--- config.mk ---
export PLATFORM = sky130hd
export DESIGN_NAME = adsr_front
export DESIGN_NICKNAME = d
export VERILOG_FILES = /design/src/assert_macros.svh /design/src/adsr_pkg.sv /design/src/adsr_front.sv
export SDC_FILE = /design/constraint.sdc
export NUM_CORES = 2
export LEC_CHECK = 0
export BUFFER_PORTS_ARGS = -buffer_cell sky130_fd_sc_hd__buf_2
export CAP_MARGIN = 10
export CORE_MARGIN = 2
export CORE_UTILIZATION = 40
export DETAILED_ROUTE_END_ITERATION = 8
export PLACE_DENSITY = 0.56
export SLEW_MARGIN = 20
export SYNTH_ARGS = -nofsm -noshare
export SYNTH_HDL_FRONTEND = slang
export SYNTH_SLANG_ARGS = --single-unit
export TNS_END_PERCENT = 50
--- constraint.sdc ---
create_clock -name clk -period 3.27 [get_ports clk]
set_clock_uncertainty 0.15 [all_clocks]
set_input_delay 0.1635 -clock clk [delete_from_list [all_inputs] [get_ports clk]]
set_output_delay 0.1635 -clock clk [all_outputs]
set_load 0.01 [all_outputs]
--- src/assert_macros.svh ---
// assertion helpers used by the top-level core
`ifndef ASSERT_MACROS_SVH
`define ASSERT_MACROS_SVH

// condition implies consequence in the same cycle
`define ASSERT_IMPLIES(label, clk, rst_n, ante, cons) \
    label: assert property (@(posedge clk) disable iff (!rst_n) (ante) |-> (cons)) \
        else $error("assertion failed");

// condition implies consequence in the next cycle
`define ASSERT_NEXT(label, clk, rst_n, ante, cons) \
    label: assert property (@(posedge clk) disable iff (!rst_n) (ante) |=> (cons)) \
        else $error("assertion failed");

`endif

--- src/adsr_pkg.sv ---
`timescale 1ns / 1ps
// ----------------------------------------------------------------------------
// adsr_pkg
// shared types, constants and helpers of the envelope level core
// ----------------------------------------------------------------------------
package adsr_pkg;

    localparam int LEN_W   = 20;
    localparam int LVL_W   = 16;
    localparam int CURVE_W = 15;
    localparam int DIV_W   = 48;   // dividend width of every division
    localparam int DEN_W   = 34;   // divisor width
    localparam int QUO_W   = 17;   // quotient width, all quotients stay below 2^17
    localparam logic [LVL_W-1:0] ONE_Q15 = 16'd32768;

    typedef enum logic [2:0] {
        REG_ATTACK  = 3'd0,
        REG_DECAY   = 3'd1,
        REG_RELEASE = 3'd2,
        REG_SUSTAIN = 3'd3,
        REG_CURVE   = 3'd4
    } reg_idx_t;

    typedef enum logic [1:0] {
        SEG_ATTACK  = 2'd0,
        SEG_DECAY   = 2'd1,
        SEG_RELEASE = 2'd2,
        SEG_END     = 2'd3
    } seg_t;

    // kind of arithmetic the back end does
    typedef enum logic [2:0] {
        OP_ZERO,      // level 0, no division
        OP_LINEAR,    // level = n*32768/A
        OP_CURVE,     // exponent division then exp2 ratio
        OP_DECAY,     // 32768 - (32768-S)*j/D
        OP_RELEASE    // S - S*k/R
    } op_t;

    typedef struct packed {
        op_t              op;
        seg_t             seg;
        logic             empty;
        logic [DIV_W-1:0] num;   // first dividend
        logic [DEN_W-1:0] den;   // first divisor
        logic [LVL_W-1:0] base;  // offset for decay and release
        logic [QUO_W-1:0] big;   // 2*L for the curve
    } cmd_t;

    // 2^(k/16) in q16
    function automatic logic [17:0] exp2_tab(input logic [4:0] k);
        logic [17:0] v;
        case (k)
            5'd0:  v = 18'd65536;
            5'd1:  v = 18'd68438;
            5'd2:  v = 18'd71468;
            5'd3:  v = 18'd74632;
            5'd4:  v = 18'd77936;
            5'd5:  v = 18'd81386;
            5'd6:  v = 18'd84990;
            5'd7:  v = 18'd88752;
            5'd8:  v = 18'd92682;
            5'd9:  v = 18'd96785;
            5'd10: v = 18'd101070;
            5'd11: v = 18'd105545;
            5'd12: v = 18'd110218;
            5'd13: v = 18'd115098;
            5'd14: v = 18'd120194;
            5'd15: v = 18'd125515;
            default: v = 18'd131072;
        endcase
        return v;
    endfunction

    // exp2 of a q12 exponent in q16, minus one
    function automatic logic [DEN_W-1:0] exp2_m1(input logic [QUO_W-1:0] x);
        logic [3:0]  ip;
        logic [3:0]  k;
        logic [7:0]  fr;
        logic [17:0] lo;
        logic [17:0] hi;
        logic [25:0] prod;
        logic [17:0] m;
        logic [DEN_W-1:0] sh;
        ip   = x[15:12];
        k    = x[11:8];
        fr   = x[7:0];
        lo   = exp2_tab({1'b0, k});
        hi   = exp2_tab({1'b0, k} + 5'd1);
        prod = (hi - lo) * fr;
        m    = lo + prod[25:8];
        sh   = {{(DEN_W-18){1'b0}}, m} << ip;
        return sh - DEN_W'(65536);
    endfunction

endpackage

--- src/adsr_front.sv ---
`timescale 1ns / 1ps
// ----------------------------------------------------------------------------
// adsr_front
// classifies an index into a segment and forms the division operands
// ----------------------------------------------------------------------------
module adsr_front
    import adsr_pkg::*;
#(
    parameter int INDEX_BITS = 20
)(
    input  logic                 clk,
    input  logic                 rst_n,
    input  logic                 in_valid,
    output logic                 in_ready,
    input  logic [INDEX_BITS-1:0] n,
    input  logic [LEN_W-1:0]     a,
    input  logic [LEN_W-1:0]     d,
    input  logic [LEN_W-1:0]     r,
    input  logic [LVL_W-1:0]     s_raw,
    input  logic [CURVE_W-1:0]   curve,
    output logic                 cmd_valid,
    input  logic                 cmd_ready,
    output cmd_t                 cmd
);

    logic [21:0] tot;
    logic [21:0] ad;
    logic [21:0] nx;
    logic [LVL_W-1:0] s;
    logic [21:0] j;
    logic [21:0] k;
    cmd_t cmd_next;
    cmd_t cmd_reg;
    logic valid_reg;

    always_comb
    begin
        nx  = 22'(n);
        ad  = 22'(a) + 22'(d);
        tot = ad + 22'(r);
        s   = (s_raw > ONE_Q15) ? ONE_Q15 : s_raw;
        j   = nx - 22'(a);
        k   = nx - ad;
        cmd_next = '0;
        cmd_next.op  = OP_ZERO;
        cmd_next.seg = SEG_END;
        cmd_next.big = {1'b0, curve, 1'b0};
        if (tot == '0)
        begin
            cmd_next.empty = 1'b1;
        end
        else if (nx < 22'(a))
        begin
            cmd_next.seg = SEG_ATTACK;
            cmd_next.den = DEN_W'(a);
            if (curve != '0)
            begin
                cmd_next.op  = OP_CURVE;
                cmd_next.num = DIV_W'({curve, 1'b0}) * DIV_W'(n);
            end
            else
            begin
                cmd_next.op  = OP_LINEAR;
                cmd_next.num = DIV_W'(n) << 15;
            end
        end
        else if (nx < ad)
        begin
            cmd_next.seg  = SEG_DECAY;
            cmd_next.op   = OP_DECAY;
            cmd_next.den  = DEN_W'(d);
            cmd_next.base = ONE_Q15;
            cmd_next.num  = DIV_W'(ONE_Q15 - s) * DIV_W'(j);
        end
        else if (nx < tot)
        begin
            cmd_next.seg  = SEG_RELEASE;
            cmd_next.op   = OP_RELEASE;
            cmd_next.den  = DEN_W'(r);
            cmd_next.base = s;
            cmd_next.num  = DIV_W'(s) * DIV_W'(k);
        end
    end

    assign in_ready  = !valid_reg || cmd_ready;
    assign cmd_valid = valid_reg;
    assign cmd       = cmd_reg;

    always_ff @(posedge clk or negedge rst_n)
    begin
        if (!rst_n)
        begin
            valid_reg <= 1'b0;
        end
        else if (in_ready)
        begin
            valid_reg <= in_valid;
        end
    end

    always_ff @(posedge clk)
    begin
        if (in_ready && in_valid)
        begin
            cmd_reg <= cmd_next;
        end
    end

endmodule

---- Yosys cells after proc, flatten, opt, wreduce, memory -nomap -nowiden ----
Index checks and enable logic that the tools add are counted.
operators by class
  $add $sub $neg .......................... 5
  multiply operators ...................... 3
  div/mod/pow operators ................... 0
  $lt $le $gt $ge ......................... 4
  equal/unequal tests ..................... 0
  shift-type cells ........................ 0
  muxes and demuxes ....................... 10
  bitwise operators ....................... 1
  reduce and logical (&&, ||, !) cells .... 8
operator list
  kind                    number
  $mux 98                 1
  $mux 88                 1
  $mux 82                 1
  $mul 17x23->40          1
  $mul 16x22->38          1
  $mux 36                 1
  $mul 15x20->35          1
  $add 21x20->22          1
  $logic_not 22->1        1
  $lt 20x22->1            1
  $sub 20x21->22          1
  $add 20x20->21          1
  $lt 20x21->1            1
  $sub 20x20->21          1
  $lt 20x20->1            1
  $sub 16x16->17 const A  1
  $gt 16x16->1 const B    1
  $mux 16                 1
  $mux 5                  3
  $reduce_bool 15->1      1
  $reduce_or 4->1         1
  $reduce_or 3->1         1
  $mux 2                  1
  $reduce_or 2->1         1
  other kinds (5)         5
word-level totals
  bits in registers ....................... 120
  bits in latches ......................... 0
  RAM bits ................................ 0
  memory bits (read-only) ................. 0
  output and inout port bits .............. 123
  memories ................................ 0

---- Logic depth before layout (Yosys ltp) ----
  word-level depth ........................ 6
  depth in mapped cells ................... 45
  depth with buffers taken out ............ 43

---- Least setup slack after synthesis ----
Ideal clock, no wire load.
  kind .................................... input to register
  from .................................... in a[0]
  to ...................................... reg cmd_reg, in the netlist cmd[100], data pin
  library setup time ...................... 263 ps
  arrival time ............................ 9351 ps
  slack ................................... -6494 ps
  stages .................................. 43
  path buffers ............................ 2
  path through ............................ ha_1 -> inv_1 -> fa_1 -> nand2b_1 -> a211oi_1 -> o21ai_0 -> nand2b_1 -> a21oi_1 -> xnor2_1 -> inv_1 -> ha_1 -> clkbuf_1 -> a21oi_1 -> nand3b_1 -> a31oi_1 -> or2_2 -> clkbuf_1 -> nor2_1 -> [... 7 more ...] -> fa_1 -> inv_1 -> fa_1 -> inv_1 -> fa_1 -> inv_1 -> ha_1 -> a21o_1 -> a221oi_1 -> o21ai_0 -> a21oi_1 -> o21ai_0 -> a311o_1 -> nor3_1 -> o21bai_1 -> xor2_1 -> a221oi_1 -> nor3_1
between the ends
  cells in the longest elaborated chain, start to end .. 6
RTL lines
  item                                              line                                text
  start: declaration                                adsr_front.sv:16                    input logic [LEN_W-1:0] a,
  $add 20x20->21                                    adsr_front.sv:39                    ad = 22'(a) + 22'(d);
  $sub 20x21->22 or $add 21x20->22 (tied branches)  adsr_front.sv:43, adsr_front.sv:40
  $mul 16x22->38 or $lt 20x22->1 (tied branches)    adsr_front.sv:81, adsr_front.sv:75
  $mux 88                                           adsr_front.sv:75                    else if (nx < tot)
  $mux 98                                           adsr_front.sv:67                    else if (nx < ad)
  $mux 82                                           adsr_front.sv:52                    else if (nx < 22'(a))
  end signal: assignment                            adsr_front.sv:105                   cmd_reg <= cmd_next;
  end: declaration                                  adsr_front.sv:33                    cmd_t cmd_reg;
Parallel ways exist; a longest one is shown, timed or not.
A chain may end at the register's enable or synchronous reset.

---- Worst setup path after layout ----
  from .................................... in a[1]
  to ...................................... reg cmd_reg, in the netlist cmd[104], data pin
Same word-level chain as after synthesis.

==> flow_summary.yaml <==
worst_setup_path:
  critical-path-max-stage-delay_ns: 0.54
  startpoint_type: "primary input"
  reg2reg_depth: 3
  regToRegSetupSlack_ns: 1.46
  arrival_ns: 9.17
  crit_path_end_kind: "register"
  slowest_stage: "fa_1"
  critPathMostFrequentCell: "fa_1"
  crit_fanout: 5
  worstSetupPathType: "primary input to register"
  crit_required_ns: 3.33
floorplanning:
  die-area_um2: 107200
  die_y_um: 327.5
  die_w_um: 327.5
  initial_core_util: 0.4038
  io_pins: 238
  fp.coreArea_um2: 103600
  num_rows: 118
clock_network:
  htree_levels: 3
  cts_buffers: 9
  insertion_delay_ns: 0.42
  cts_sinks: 98
  path_clk_slew_ns: 0.11
  cts_tree: "done"
  cts_buffer_depth: 2
  root_buffer: "clkbuf_16"
placed_design:
  dpl.hpwl_um: 143300
  detailedPlace.worstSlack_ns: -6.855
  place_inst: 7335
  place_area_um2: 53410
  port_buffers: 221
  gp_congestion: 1.026
grt:
  gr-usage-met1: 0.4216
  use_met3: 0.08151
  grt_overflow: 0
  use_met2: 0.4897
  grt_max_degree: 54
  grt_pass1_vias: 41250
  busiest_layer: "met2"
  track_usage: 0.3165
  grt_antenna_before_repair: 16
  grt_pass1_wl_um: 251300
cells_and_area:
  largest_register_ffs: 97
  design_area_um2: 57280
  synthToLayoutAreaGrowth_pct: 36.87
  nets: 7426
  layout-drive-gt1-share: 0.3225
  final_cells: 7442
  multi_input_area_um2: 37650
  fill_cells: 9602
  regArea_um2: 2938
timing:
  setup_tns_ns: -283.39
  worstMarginPinSlew_ns: 0.7536
  post-route-min-period_ns: 9.109
  whs_ns: -0.003587
  hold_viol: 1
  fmax_mhz: 109.8
  maxSlewViolCount: 0
  rsz0062_at_grt: "true"
  fin_ws_ns: -5.839
  slew_headroom: 0.4940
  setup_viol: 82
  fin_crit_sh: 2.786
outcome:
  outcome: "finished with violations"
  violations: "hold timing, setup timing"
synth:
  synthMuxAreaShare: 0.001076
  synth_enable_flop_cells: 97
  syn-instance-count: 4806
  synth_ff_type: "edfxtp_1"
  yosys.area_share.adder: 0.5216
  yosys.area_share.simple: 0.1615
  synth.top_cell.area_share: 0.3889
  synth_compound_area_frac: 0.09620
  synth_xor_area_frac: 0.04290
  synth_top_family_by_area: "adder cells"
  synthArstFlopShare: 0.01020
  ys_warn_count: 0
  synth_area_leaders: "fa_1 39%, ha_1 13%, inv_1 8.3%"
  yosysSeqAreaShare: 0.07019
  synth_cell_type_count: 81
  syn_area_um2: 41850
  syn_area_per_cell_um2: 8.708
  ys_ff_latch: 98
  yosysTopAreaCell: "fa_1"
job:
  cap_violations: 0
routing:
  wire_per_inst_um: 22.36
  wl_um: 166400
  drcViolationCount: 0
  first_pass_iters: 8
  vias: 38760
  ant_nets: 0
  detail_route.iter0.violations: 2698
  vias_per_cell: 5.208
hold_path:
  whs_path_depth: 3
  min_path_type: "primary input to register"
[worst max-delay path: cells and delay by family]
kind                       cells  cell delay (ns)
adders and majority gates      9             3.81
AOI/OAI and AO/OA             13             2.42
buffers and inverters         15             1.71
xor gates and xnor gates       3             0.55
and+or+nand+nor                4             0.50
[area by class of cell]
class,instances,share of cell area
multi-input combinational,3574,0.6573
timing repair buffer,1446,0.1951
inverter,925,0.06074
sequential,98,0.05129
tap,1380,0.03014
clock buffer,9,0.003932
clock inverter,7,0.001420
antenna,3,0.0001311
[cells in the mapped netlist, types with 13 or more instances]
library cell and instances:
and3_1 20, a21oi_1 164, buf_4 29, a31oi_1 19, ha_1 444, a21o_1 78
nor2b_1 37, nor3_1 59, clkbuf_1 181, or3_1 14, nand2_1 690, o21a_1 14
or2_2 13, nor2_1 329, nor4_1 17, xnor2_1 128, nand2b_1 62, inv_1 922
o21bai_1 22, a211oi_1 55, o21ai_0 84, a221oi_1 50, o211ai_1 14, nand4_1 20
xor2_1 77, fa_1 813, nand3_1 27, edfxtp_1 97, and2_1 188
[stage by stage]
step	util	hold slack [ns]
global route	0.5526	0.04423
detailed placement	0.5153	-0.2100
CTS	0.5433	0.01228
finish	0.5527	-0.003587
global placement	0.5153	-0.2117
floorplan	-	-0.2821
[placed cells by master (no fill, tap or decap), drive strengths merged, types with 37 or more instances in the layout]
cell type and instances:
a211oi 55, a21o 78, a21oi 166, a221oi 50, and2 188, buf 1436
edfxtp 97, fa 813, ha 444, inv 925, nand2 690, nand2b 62
nor2 330, nor2b 37, nor3 59, o21ai 85, xnor2 128, xor2 77
[kinds of logic (layout without fill, tap and decap cells)]
family | count (synthesis) | in the layout
flip-flops | 98 | 98
buffers and inverters | 1149 | 2387
other | 1 | 19
AO/OA/AOI/OAI | 594 | 594
multiplexers | 4 | 4
XOR/XNOR | 205 | 205
adder cells (fa/ha/maj) | 1257 | 1257
AND/OR/NAND/NOR | 1498 | 1498
[worst paths after layout]
path | from | end
worst max-delay path | a[1] | cmd[104]
worst min-delay path | d[3] | cmd[36]
worst max register to register | cmd_valid | cmd[3]
worst min register to register | cmd_valid | cmd[28]
max in group asynchronous | rst_n | cmd_valid
min in group asynchronous | rst_n | cmd_valid
[what timing repair did]
item | in CTS | in global routing
buffers inserted | 67 | 43
gates resized for setup | 416 | 176
hold endpoints to repair | 8 | 0
hold buffers | 10 | 0
pin swaps | 257 | 156
setup endpoints to repair | 82 | 82
gates cloned | 1 | 0
[metal layers]
metal / wire length [um] / vias up
li1: - / 17490
met1: 69480 / 19450
met2: 73340 / 1492
met3: 15390 / 304
met4: 8132 / 14
met5: 87 / -
Power is not shown: default switching activity piles up to over one toggle a cycle in this logic, so the estimate is an artifact.
